`config.mk`:
```
export PLATFORM = sky130hd
export DESIGN_NAME = depth_cost_argmin_subsample_flat
export DESIGN_NICKNAME = d
export VERILOG_FILES = /design/src/dcas_pkg.sv /design/src/dcas_in_if.sv /design/src/dcas_out_if.sv /design/src/dcas_div.sv /design/src/depth_cost_argmin_subsample.sv /design/src/flat_wrapper.sv
export SDC_FILE = /design/constraint.sdc
export NUM_CORES = 2
export LEC_CHECK = 0
export BUFFER_PORTS_ARGS = -buffer_cell sky130_fd_sc_hd__buf_2
export CAP_MARGIN = 5
export CORE_ASPECT_RATIO = 0.9
export CORE_MARGIN = 10
export CORE_UTILIZATION = 43
export CTS_CLUSTER_DIAMETER = 40
export DETAILED_ROUTE_END_ITERATION = 10
export PLACE_DENSITY = 0.64
export SLEW_MARGIN = 25
export SYNTH_ARGS = -nofsm -noshare
export SYNTH_HDL_FRONTEND = slang
export SYNTH_SLANG_ARGS = --single-unit
```
`constraint.sdc`:
```
create_clock -name clk -period 8.55 [get_ports clk]
set_input_delay 0.4275 -clock clk [delete_from_list [all_inputs] [get_ports clk]]
set_output_delay 0.4275 -clock clk [all_outputs]
set_load 0.005 [all_outputs]
```
`src/dcas_pkg.sv`:
```
package dcas_pkg;

    localparam int MaxLayers = 256;
    localparam int LayerW    = 8;
    localparam int FieldW    = 16;
    localparam int EnergyW   = 48;
    localparam int CfgIdxW   = 1;

    // shared multiplier: 32 x 16 -> 48
    localparam int MulAW = 32;
    localparam int MulBW = 16;
    localparam int ProdW = MulAW + MulBW;

    // parabola fit division: quotient never exceeds 128
    localparam int QBits     = 9;
    localparam int QCntW     = $clog2(QBits);
    localparam int DividendW = EnergyW + 9;
    localparam int DivisorW  = EnergyW + 2;
    localparam int ShiftW    = DivisorW + QBits - 1;

    typedef logic [LayerW-1:0]  layer_t;
    typedef logic [FieldW-1:0]  field_t;
    typedef logic [EnergyW-1:0] energy_t;

    localparam layer_t  LastLayer = LayerW'(MaxLayers - 1);
    localparam energy_t EnergyMax = '1;
    localparam field_t  CoefReset = FieldW'(256);

    typedef enum logic [CfgIdxW-1:0] {
        REG_QUAD_COEF     = 1'b0,
        REG_LAMBDA_WEIGHT = 1'b1
    } cfg_idx_t;

    typedef struct packed {
        logic busy;
        logic done;
    } div_stat_t;

endpackage

```
`src/dcas_in_if.sv`:
```
interface dcas_in_if;
    import dcas_pkg::*;

    logic   valid;
    logic   ready;
    field_t cost;
    field_t depth_estimate;
    logic   last;

    modport source (output valid, output cost, output depth_estimate, output last,
                    input ready);
    modport sink (input valid, input cost, input depth_estimate, input last,
                  output ready);
endinterface

```
`src/dcas_out_if.sv`:
```
interface dcas_out_if;
    import dcas_pkg::*;

    logic   valid;
    logic   ready;
    field_t new_depth;
    layer_t best_layer;
    logic   at_edge;

    modport source (output valid, output new_depth, output best_layer, output at_edge,
                    input ready);
    modport sink (input valid, input new_depth, input best_layer, input at_edge,
                  output ready);
endinterface

```
`src/dcas_div.sv`:
```
module dcas_div (
    input  logic                               clk,
    input  logic                               rst_n,
    input  logic                               start,
    input  logic [dcas_pkg::DividendW-1:0]     dividend,
    input  logic [dcas_pkg::DivisorW-1:0]      divisor,
    output dcas_pkg::div_stat_t                stat,
    output logic [dcas_pkg::QBits-1:0]         quotient
);
    import dcas_pkg::*;

    logic [DividendW-1:0] rem_reg;
    logic [ShiftW-1:0]    ds_reg;
    logic [QBits-1:0]     q_reg;
    logic [QCntW-1:0]     cnt_reg;
    logic                 busy_reg;
    logic                 done_reg;

    logic                 fits;
    logic [ShiftW-1:0]    rem_diff;

    // restoring division, one quotient bit a cycle, msb first
    assign fits     = ShiftW'(rem_reg) >= ds_reg;
    assign rem_diff = ShiftW'(rem_reg) - ds_reg;

    always_ff @(posedge clk or negedge rst_n)
    begin
        if (!rst_n)
        begin
            rem_reg  <= '0;
            ds_reg   <= '0;
            q_reg    <= '0;
            cnt_reg  <= '0;
            busy_reg <= 1'b0;
            done_reg <= 1'b0;
        end
        else
        begin
            done_reg <= 1'b0;
            if (start)
            begin
                rem_reg  <= dividend;
                ds_reg   <= {divisor, {(QBits-1){1'b0}}};
                q_reg    <= '0;
                cnt_reg  <= QCntW'(QBits - 1);
                busy_reg <= 1'b1;
            end
            else if (busy_reg)
            begin
                if (fits)
                begin
                    rem_reg <= rem_diff[DividendW-1:0];
                end
                q_reg  <= {q_reg[QBits-2:0], fits};
                ds_reg <= ds_reg >> 1;
                if (cnt_reg == '0)
                begin
                    busy_reg <= 1'b0;
                    done_reg <= 1'b1;
                end
                else
                begin
                    cnt_reg <= cnt_reg - 1'b1;
                end
            end
        end
    end

    assign stat.busy = busy_reg;
    assign stat.done = done_reg;
    assign quotient  = q_reg;

endmodule

```
`src/depth_cost_argmin_subsample.sv`:
```
// each sample goes through the transfer, three passes through one shared 32x16 multiplier,
// then the energy compare; samples.ready is low after a transfer until the state is idle again
// a last sample then adds S_SETUP and S_FINISH at an edge minimum, with S_DIV between them when
// the parabola fit runs (9-step bit-serial divider); the result is loaded in S_FINISH
// the result sits in an output register, so the next pixel may start while it waits
// rst_n clears the pixel state and sets both weights to 1.0; no clearing pass
module depth_cost_argmin_subsample (
    input  logic                  clk,
    input  logic                  rst_n,
    input  logic                  cfg_we,
    input  dcas_pkg::cfg_idx_t    cfg_index,
    input  dcas_pkg::field_t      cfg_data,
    dcas_in_if.sink               samples,
    dcas_out_if.source            results
);
    import dcas_pkg::*;

    typedef enum logic [2:0] {
        S_IDLE,
        S_MUL_LAM,
        S_MUL_SQ,
        S_MUL_QUAD,
        S_UPDATE,
        S_SETUP,
        S_DIV,
        S_FINISH
    } state_t;

    state_t  state_reg;

    field_t  quad_coef_reg;
    field_t  lambda_weight_reg;

    // latched sample
    field_t  cost_reg;
    logic    last_reg;
    logic    first_reg;
    logic    skip_reg;
    layer_t  idx_reg;

    // pixel state
    logic    in_pixel_reg;
    layer_t  layer_count_reg;
    field_t  held_depth_reg;
    energy_t best_energy_reg;
    layer_t  best_index_reg;
    energy_t energy_before_best_reg;
    energy_t energy_after_best_reg;
    energy_t previous_energy_reg;
    logic    awaiting_after_reg;

    // arithmetic
    logic [ProdW-1:0] prod_reg;
    logic [MulAW-1:0] acc_reg;
    logic [QBits-1:0] q_reg;
    logic             neg_reg;
    logic             edge_reg;

    // output register
    logic    out_valid_reg;
    field_t  new_depth_reg;
    layer_t  best_layer_reg;
    logic    at_edge_reg;

    logic [MulAW-1:0]  mul_a;
    logic [MulBW-1:0]  mul_b;
    logic [ProdW-1:0]  mul_prod;
    logic [FieldW:0]   diff;
    field_t            mag;
    logic [EnergyW:0]  sum;
    energy_t           energy;

    logic              accept;
    logic              min_at_edge;
    logic              fit_ok;
    logic [DivisorW-1:0]  den;
    logic                 c_above_a;
    energy_t              span;
    logic [DividendW-1:0] dividend;
    logic [DivisorW-1:0]  divisor;
    logic                 div_start;
    div_stat_t            div_stat;
    logic [QBits-1:0]     quotient;

    logic [FieldW:0]   base;
    logic [FieldW:0]   off;
    logic [FieldW:0]   shifted;
    logic [FieldW:0]   limit;
    logic [FieldW:0]   nd;
    logic              out_free;

    assign accept   = samples.valid && samples.ready;
    assign out_free = !out_valid_reg || results.ready;

    // distance between depth estimate and layer in Q8.8
    assign diff = {1'b0, held_depth_reg} - {1'b0, idx_reg, 8'h00};
    always_comb
    begin
        if (diff[FieldW])
        begin
            mag = FieldW'(-diff);
        end
        else
        begin
            mag = diff[FieldW-1:0];
        end
    end

    always_comb
    begin
        case (state_reg)
            S_MUL_LAM:
            begin
                mul_a = MulAW'(cost_reg);
                mul_b = lambda_weight_reg;
            end
            S_MUL_SQ:
            begin
                mul_a = MulAW'(mag);
                mul_b = mag;
            end
            S_MUL_QUAD:
            begin
                mul_a = prod_reg[MulAW-1:0];
                mul_b = quad_coef_reg;
            end
            default:
            begin
                mul_a = '0;
                mul_b = '0;
            end
        endcase
    end

    assign mul_prod = ProdW'(mul_a) * ProdW'(mul_b);

    // quad term plus cost term scaled up to 24 fraction bits, saturated
    assign sum    = {1'b0, prod_reg} + (EnergyW+1)'({acc_reg, 8'h00});
    assign energy = sum[EnergyW] ? EnergyMax : sum[EnergyW-1:0];

    // parabola through the energies around the minimum
    assign min_at_edge = (best_index_reg == '0) || (best_index_reg == layer_count_reg);
    assign den = DivisorW'(energy_before_best_reg) - DivisorW'(best_energy_reg)
               + DivisorW'(energy_after_best_reg) - DivisorW'(best_energy_reg);
    assign fit_ok = (energy_before_best_reg >= best_energy_reg)
                 && (energy_after_best_reg >= best_energy_reg) && (den != '0);
    assign c_above_a = energy_before_best_reg < energy_after_best_reg;
    assign span = c_above_a ? energy_after_best_reg - energy_before_best_reg
                            : energy_before_best_reg - energy_after_best_reg;
    assign dividend  = DividendW'({span, 8'h00}) + DividendW'(den);
    assign divisor   = {den[DivisorW-2:0], 1'b0};
    assign div_start = (state_reg == S_SETUP) && !min_at_edge && fit_ok;

    dcas_div u_div (
        .clk      (clk),
        .rst_n    (rst_n),
        .start    (div_start),
        .dividend (dividend),
        .divisor  (divisor),
        .stat     (div_stat),
        .quotient (quotient)
    );

    // rounded offset applied to the integer layer, clamped to the layer range
    assign base    = {1'b0, best_index_reg, 8'h00};
    assign off     = (FieldW+1)'(q_reg);
    assign limit   = {1'b0, layer_count_reg, 8'h00};
    always_comb
    begin
        if (neg_reg)
        begin
            shifted = (off > base) ? '0 : base - off;
        end
        else
        begin
            shifted = base + off;
        end
        nd = (shifted > limit) ? limit : shifted;
    end

    always_ff @(posedge clk or negedge rst_n)
    begin
        if (!rst_n)
        begin
            state_reg              <= S_IDLE;
            quad_coef_reg          <= CoefReset;
            lambda_weight_reg      <= CoefReset;
            cost_reg               <= '0;
            last_reg               <= 1'b0;
            first_reg              <= 1'b0;
            skip_reg               <= 1'b0;
            idx_reg                <= '0;
            in_pixel_reg           <= 1'b0;
            layer_count_reg        <= '0;
            held_depth_reg         <= '0;
            best_energy_reg        <= EnergyMax;
            best_index_reg         <= '0;
            energy_before_best_reg <= '0;
            energy_after_best_reg  <= '0;
            previous_energy_reg    <= '0;
            awaiting_after_reg     <= 1'b0;
            prod_reg               <= '0;
            acc_reg                <= '0;
            q_reg                  <= '0;
            neg_reg                <= 1'b0;
            edge_reg               <= 1'b0;
            out_valid_reg          <= 1'b0;
            new_depth_reg          <= '0;
            best_layer_reg         <= '0;
            at_edge_reg            <= 1'b0;
        end
        else
        begin
            if (cfg_we)
            begin
                case (cfg_index)
                    REG_QUAD_COEF:     quad_coef_reg     <= cfg_data;
                    REG_LAMBDA_WEIGHT: lambda_weight_reg <= cfg_data;
                    default:           ;
                endcase
            end

            // in S_FINISH the output register is reloaded below instead
            if (out_valid_reg && results.ready && (state_reg != S_FINISH))
            begin
                out_valid_reg <= 1'b0;
            end

            case (state_reg)
                S_IDLE:
                begin
                    if (accept)
                    begin
                        cost_reg  <= samples.cost;
                        last_reg  <= samples.last;
                        first_reg <= !in_pixel_reg;
                        skip_reg  <= in_pixel_reg && (layer_count_reg == LastLayer);
                        if (!in_pixel_reg)
                        begin
                            held_depth_reg <= samples.depth_estimate;
                            idx_reg        <= '0;
                        end
                        else
                        begin
                            idx_reg <= layer_count_reg + 1'b1;
                        end
                        state_reg <= S_MUL_LAM;
                    end
                end
                S_MUL_LAM:
                begin
                    prod_reg  <= mul_prod;
                    state_reg <= S_MUL_SQ;
                end
                S_MUL_SQ:
                begin
                    acc_reg   <= prod_reg[MulAW-1:0];
                    prod_reg  <= mul_prod;
                    state_reg <= S_MUL_QUAD;
                end
                S_MUL_QUAD:
                begin
                    prod_reg  <= mul_prod;
                    state_reg <= S_UPDATE;
                end
                S_UPDATE:
                begin
                    if (first_reg)
                    begin
                        layer_count_reg        <= '0;
                        best_energy_reg        <= energy;
                        best_index_reg         <= '0;
                        energy_before_best_reg <= '0;
                        energy_after_best_reg  <= '0;
                        previous_energy_reg    <= energy;
                        awaiting_after_reg     <= 1'b1;
                        in_pixel_reg           <= 1'b1;
                    end
                    else if (!skip_reg)
                    begin
                        layer_count_reg     <= idx_reg;
                        previous_energy_reg <= energy;
                        if (energy < best_energy_reg)
                        begin
                            energy_before_best_reg <= previous_energy_reg;
                            best_energy_reg        <= energy;
                            best_index_reg         <= idx_reg;
                            awaiting_after_reg     <= 1'b1;
                        end
                        else if (awaiting_after_reg)
                        begin
                            energy_after_best_reg <= energy;
                            awaiting_after_reg    <= 1'b0;
                        end
                    end
                    state_reg <= last_reg ? S_SETUP : S_IDLE;
                end
                S_SETUP:
                begin
                    edge_reg <= min_at_edge;
                    if (div_start)
                    begin
                        neg_reg   <= c_above_a;
                        state_reg <= S_DIV;
                    end
                    else
                    begin
                        q_reg     <= '0;
                        neg_reg   <= 1'b0;
                        state_reg <= S_FINISH;
                    end
                end
                S_DIV:
                begin
                    if (div_stat.done)
                    begin
                        q_reg     <= quotient;
                        state_reg <= S_FINISH;
                    end
                end
                S_FINISH:
                begin
                    if (out_free)
                    begin
                        out_valid_reg          <= 1'b1;
                        new_depth_reg          <= nd[FieldW-1:0];
                        best_layer_reg         <= best_index_reg;
                        at_edge_reg            <= edge_reg;
                        // pixel done: back to the reset values
                        in_pixel_reg           <= 1'b0;
                        layer_count_reg        <= '0;
                        held_depth_reg         <= '0;
                        best_energy_reg        <= EnergyMax;
                        best_index_reg         <= '0;
                        energy_before_best_reg <= '0;
                        energy_after_best_reg  <= '0;
                        previous_energy_reg    <= '0;
                        awaiting_after_reg     <= 1'b0;
                        state_reg              <= S_IDLE;
                    end
                end
                default:
                begin
                    state_reg <= S_IDLE;
                end
            endcase
        end
    end

    assign samples.ready      = (state_reg == S_IDLE);
    assign results.valid      = out_valid_reg;
    assign results.new_depth  = new_depth_reg;
    assign results.best_layer = best_layer_reg;
    assign results.at_edge    = at_edge_reg;

endmodule

```
`src/flat_wrapper.sv`:
```
// flat-port wrapper written by rule: the top's interface ports become plain ports
module depth_cost_argmin_subsample_flat import dcas_pkg::*;
  (clk, rst_n, cfg_we, cfg_index, cfg_data, samples_valid, samples_cost, samples_depth_estimate, samples_last, samples_ready, results_valid, results_new_depth, results_best_layer, results_at_edge, results_ready);
  dcas_in_if samples_i ();
  dcas_out_if results_i ();
  input  logic clk;
  input  logic rst_n;
  input  logic cfg_we;
  input  dcas_pkg::cfg_idx_t cfg_index;
  input  dcas_pkg::field_t cfg_data;
  input wire logic [$bits(samples_i.valid)-1:0] samples_valid;
  input wire logic [$bits(samples_i.cost)-1:0] samples_cost;
  input wire logic [$bits(samples_i.depth_estimate)-1:0] samples_depth_estimate;
  input wire logic [$bits(samples_i.last)-1:0] samples_last;
  output wire logic [$bits(samples_i.ready)-1:0] samples_ready;
  output wire logic [$bits(results_i.valid)-1:0] results_valid;
  output wire logic [$bits(results_i.new_depth)-1:0] results_new_depth;
  output wire logic [$bits(results_i.best_layer)-1:0] results_best_layer;
  output wire logic [$bits(results_i.at_edge)-1:0] results_at_edge;
  input wire logic [$bits(results_i.ready)-1:0] results_ready;
  assign samples_i.valid = samples_valid;
  assign samples_i.cost = samples_cost;
  assign samples_i.depth_estimate = samples_depth_estimate;
  assign samples_i.last = samples_last;
  assign samples_ready = samples_i.ready;
  assign results_valid = results_i.valid;
  assign results_new_depth = results_i.new_depth;
  assign results_best_layer = results_i.best_layer;
  assign results_at_edge = results_i.at_edge;
  assign results_i.ready = results_ready;
  depth_cost_argmin_subsample u_core (.clk(clk), .rst_n(rst_n), .cfg_we(cfg_we), .cfg_index(cfg_index), .cfg_data(cfg_data), .samples(samples_i), .results(results_i));
endmodule
```
[Yosys cells after proc, flatten, opt, wreduce, memory -nomap -nowiden]
Index checks and enable logic that the tools add are counted.
Storage, ports and cells
  word-level logic and storage cells: 187
  output and inout bits: 27
  input port bits: 55
  bits in registers: 535
Cells by class
  bitwise operators: 1
  eq/ne operators: 21
  multipliers: 1
  magnitude comparators: 7
  reduce and logical (&&, ||, !) cells: 36
  $add $sub $neg: 14
  multiplexer cells: 75
Operators by type and width (number)
  two-way mux 48 bit: 16
  one-hot mux 48 bit (2 select lines): 4
  two-way mux 57 bit: 3
  two-way mux 58 bit: 2
  >= comparator 48 bit: 2
  less-than comparator 48 bit: 2
  one-hot mux 32 bit (3 select lines): 1
  subtractor 48 bit: 2
  two-way mux 16 bit: 5
  >= comparator 57 x 58 -> 1 bit: 1
  adder 56 x 50 -> 57 bit: 1
  subtractor 57 bit: 1
  two-way mux 8 bit: 7
  adder 50 x 48 -> 50 bit: 1
  nonzero test 50 bit: 1
  subtractor 50 x 48 -> 50 bit: 1
  adder 48 x 40 -> 49 bit: 1
  subtractor 48 x 48 -> 49 bit: 1
  multiplier 32 x 16 -> 48 bit: 1
  one-hot mux 16 bit (3 select lines): 1
  two-way mux 9 bit: 4
  two-way mux 17 bit: 2
  one-hot mux 16 bit (2 select lines): 1
  one-hot mux 8 bit (2 select lines): 2
  37 further kinds: 92

[Logic depth before layout (Yosys ltp)]
  word-level depth: 8
  mapped depth: 43
  mapped depth without buffers: 41

[Modules after synthesis]
From an unflattened synthesis, not the netlist that was laid out.
Second synthesis, totals
  cells, all modules: 7288
  area total of the unflattened synthesis: 60384.2 um^2
Modules (own cells, without submodules)
  depth_cost_argmin_subsample: sequential area each 10197.3 um^2, cells each 6179, area an instance 51115.3 um^2, instances 1
  dcas_div: sequential area each 3253.1 um^2, cells each 1109, area an instance 9268.9 um^2, instances 1

[Worst setup path after synthesis]
Ideal clock, no wire load.
  path type: reg2reg
  start: register u_core.held_depth_reg[8]
  end: register u_core.prod_reg[46]
  setup slack: -577 ps
  required time: 8464 ps
  cell stages (with the launch flop): 41
  library setup time: 86 ps
  data arrival time: 9041 ps
  buffers on the path: 2
  clock period less this slack: 9127 ps
  cell sequence: dfrtp_1 inv_1 ha_1 inv_1 fa_1 a21o_1 a21oi_1 o21bai_1 a21oi_1 o21bai_1 a21o_1 clkbuf_1 or3_1 a21oi_1 a221o_1 clkbuf_1 nand2_1 fa_1 (+5 left out) fa_1 fa_1 inv_1 fa_1 inv_1 ha_1 a21o_1 a21o_1 a21oi_1 inv_1 a221o_1 a21oi_1 o31ai_1 o31a_1 a21boi_0 o21ai_0 and4_1 nor3_1
On the way
  longest elaborated chain between the ends: 5
  elaborated cells on any way between the ends: 6
  those cells by class: add/sub: 2; mul: 1; mux: 3
RTL lines
  start: declaration: line depth_cost_argmin_subsample.sv:44  | field_t held_depth_reg;
  start signal: assignment: line depth_cost_argmin_subsample.sv:240  | held_depth_reg <= samples.depth_estimate;
  subtractor 16 x 16 -> 17 bit *: line depth_cost_argmin_subsample.sv:96  | assign diff = {1'b0, held_depth_reg} - {1'b0, idx_reg, 8'h00};
  negation 16 bit: line depth_cost_argmin_subsample.sv:101  | mag = FieldW'(-diff);
  two-way mux 16 bit *: line depth_cost_argmin_subsample.sv:99  | if (diff[FieldW])
  one-hot mux 32 bit (3 select lines) or one-hot mux 16 bit (3 select lines) (tied branches): line depth_cost_argmin_subsample.sv:111  | case (state_reg)
  multiplier 32 x 16 -> 48 bit *: line depth_cost_argmin_subsample.sv:135  | assign mul_prod = ProdW'(mul_a) * ProdW'(mul_b);
  end signal: assignment: line depth_cost_argmin_subsample.sv:252  | prod_reg <= mul_prod;
  end signal: assignment: line depth_cost_argmin_subsample.sv:258  | prod_reg <= mul_prod;
  end signal: assignment: line depth_cost_argmin_subsample.sv:263  | prod_reg <= mul_prod;
  end: declaration: line depth_cost_argmin_subsample.sv:53  | logic [ProdW-1:0] prod_reg;
Mark *: on every way between the ends. The rest lies on a longest branch, timed or not.
A chain may end at the register's enable or synchronous reset.

[Final worst setup path]
  start: register u_core.held_depth_reg[8]
  end: register u_core.prod_reg[43]
The elaborated chain is that of the path after synthesis.

==> reports/metrics.yaml <==
min_path:
  hold_class: "in -> reg"
  hold_path_end: "u_core.idx_reg[3]$_DFFE_PN0P_"
  hold_start: "samples_valid"
  min_path_cells: 3
die:
  rows: 130
  dieHeight_um: 375
  initial_core_util_pct: 43.2
  die_width_um: 414
  io_pins: 82
  die-area_um2: 155000
  core_um2: 139000
logic_synthesis:
  syn_nets: 8133
  ys_seq_area_share_pct: 22.4
  netlist_area_um2: 60100
  ys_types: 91
  synthFlopType: "dfrtp_1"
  syn_inst: 7039
  ys_seq_elements: 535
  syn_area_per_cell_um2: 8.54
  yosys_warnings: 0
  synth-edff-count: 0
  async_flop_share_pct: 100
cts:
  cts_made_buffers: 82
  cts_tree: "done"
  cts-root-buf: "clkbuf_16"
  clock_latency_ps: 730
  clkSinkCount: 535
  clk_pin_slew_ps: 60
  cts.path.max_buffers: 3
  htreeDepth: 3
setup_path:
  r2r_start: "u_core.held_depth_reg[8]$_DFFE_PN0P_"
  cp.arrival_ps: 9760
  critPathLaunchType: "register"
  cp.required_ps: 9130
  crit_top_cell: "inv_2"
  worstReg2RegEnd: "u_core.prod_reg[43]$_DFFE_PN0N_"
  crit_type: "reg -> reg"
  reg2reg_setup_slack_ps: -630
  crit_slowest_cell: "fa_1"
  worstRegToRegCells: 42
  slowest_delay_ps: 580
  crit_fanout: 5
  worstSetupEndpointType: "register"
sta:
  worstMarginPinSlew_ps: 1000
  relSlewSlack_pct: 32.7
  min_period_ps: 9180
  slew_viol_final: 0
  max_freq_mhz: 109
  hold_viol_final: 0
  finalClockSkew_ps: 66.8
  rsz0062_at_grt: "yes"
  min_period_over_period_pct: 107
  finalWorstSetupSlack_ps: -628
  setup_viol_count_final: 23
grt:
  grtUsageTotal_pct: 25.5
  grt_overflow: 0
  antenna_found_initial: 4
  grt_pass1_wl_mm: 315
  first_global_vias: 54000
  grt_max_degree: 147
layout:
  nFillCells: 13000
  syn_to_final_growth_pct: 21.8
  drive_above_1_share_pct: 19.5
  largest_reg_flops: 58
  antennaDiodeCount: 0
  post-route-util_pct: 52.6
  final_nets: 8777
placement:
  gp_congestion: 0.990
  io_buffers: 81
  dp_hpwl_mm: 164
drt:
  drc: 0
  dr.first_iter.drc_count: 4672
  postRouteAntennaNets: 0
  dr.pass1.iters: 6
  via_count: 53800
  drt-met1-wl_mm: 92.8
  wire_per_inst_um: 21.4
  vias_per_cell: 5.60
  wl_met2_mm: 91.4
  wl_met3_mm: 12.6
  drt_wl_total_mm: 205
  highest-signal-layer: "met4"
outcome:
  violations: "setup timing"
  run_status: "complete, but fails checks"
flow_run:
  drv_cap: 0
## per-layer routing
metal	vias up	GRT usage [%]
li1	25200	-
met1	26600	35.3
met2	1645	40.3
met3	340	3.86
met4	0	9.14
met5	-	0
## placed cells by master (no fill, tap or decap), types with 183 or more instances in the layout
cell | synthesis | final
nand2_1 | 909 | 879
inv_1 | 828 | 793
buf_4 | 11 | 655
ha_1 | 566 | 530
nor2_1 | 497 | 485
dfrtp_1 | 485 | 484
fa_1 | 473 | 449
o21ai_0 | 485 | 446
a21oi_1 | 458 | 402
a21o_1 | 208 | 207
xnor2_1 | 202 | 183
## synthesized netlist by cell type, types with 64 or more instances
library cell	n	area, um^2
nand2_1	909	3410
clkbuf_1	241	905
a21oi_1	458	2290
nand4_1	95	594
nor2b_1	77	482
o21ai_0	485	2430
nand3_1	82	410
o21bai_1	78	586
xor2_1	131	1150
ha_1	566	7080
nor2_1	497	1870
mux2i_1	179	1790
dfrtp_1	485	12100
fa_1	473	9470
inv_1	828	3110
mux2_2	129	1450
nor3_1	64	320
xnor2_1	202	1770
nand2b_1	77	482
a21o_1	208	1560
## metrics by stage
stage	cells	setup TNS, ps	instance area, um^2	setup slack, ps	hold WS, ps
floorplan	7039	-14.2	60300	-14.2	132
global placement	9290	-11870	67100	-947	462
detailed placement	9290	-14440	67100	-1060	470
CTS	9561	-6800	71800	-543	222
global route	9600	-16900	73300	-958	296
finish	9600	-8130	73300	-628	285
## critical path: cells and delay by family, from the launching register on
| family | cells | cell delay, ps |
|---|---|---|
| buf+inv | 13 | 1210 |
| xor+xnor | 1 | 170 |
| flops | 1 | 380 |
| compound gates | 15 | 2570 |
| fa+ha+maj | 9 | 3930 |
| simple gates | 4 | 750 |
## kinds of logic (layout without fill, tap and decap cells)
| group | Yosys count | count (layout) | synth area share [%] |
|---|---|---|---|
| compound gates | 1705 | 1705 | 18.0 |
| xor+xnor | 333 | 333 | 4.85 |
| fa+ha+maj | 1039 | 1039 | 27.5 |
| buf+inv | 1139 | 1852 | 7.27 |
| flops | 535 | 535 | 22.4 |
| mux | 309 | 309 | 5.42 |
| simple gates | 1979 | 1979 | 14.6 |
## how the worst max path moves through the flow
stage                                              start                               to  slack (ps)  depth (start not counted)
floorplan           u_core.held_depth_reg[8]$_DFFE_PN0P_  u_core.prod_reg[46]$_DFFE_PN0N_         -10                         40
global placement    u_core.held_depth_reg[8]$_DFFE_PN0P_  u_core.prod_reg[43]$_DFFE_PN0N_        -950                         36
detailed placement  u_core.held_depth_reg[8]$_DFFE_PN0P_  u_core.prod_reg[43]$_DFFE_PN0N_       -1060                         36
CTS                 u_core.held_depth_reg[8]$_DFFE_PN0P_  u_core.prod_reg[43]$_DFFE_PN0N_        -540                         44
global route        u_core.held_depth_reg[8]$_DFFE_PN0P_  u_core.prod_reg[42]$_DFFE_PN0N_        -960                         46
finish              u_core.held_depth_reg[8]$_DFFE_PN0P_  u_core.prod_reg[43]$_DFFE_PN0N_        -630                         42
## area by class of cell
type | count | area, um^2 | area share, %
tap | 1848 | 2310 | 3.16
timing repair buffer | 871 | 7240 | 9.89
sequential | 535 | 13500 | 18.4
inverter | 828 | 3110 | 4.24
multi-input combinational | 5365 | 44200 | 60.3
clock buffer | 100 | 2190 | 2.99
clock inverter | 53 | 776 | 1.06
## timing repair
item | in CTS | in global routing
setup endpoints to repair | 34 | 46
hold buffers | 51 | 0
setup buffers | 68 | 41
pin swaps | 98 | 161
gates resized for setup | 165 | 255
endpoints found under the hold margin | 154 | 0
cloned | 1 | 2
Power is left out: the tool's default activity adds up to more than one toggle a clock period on the data nets, which glitch-free logic cannot reach.
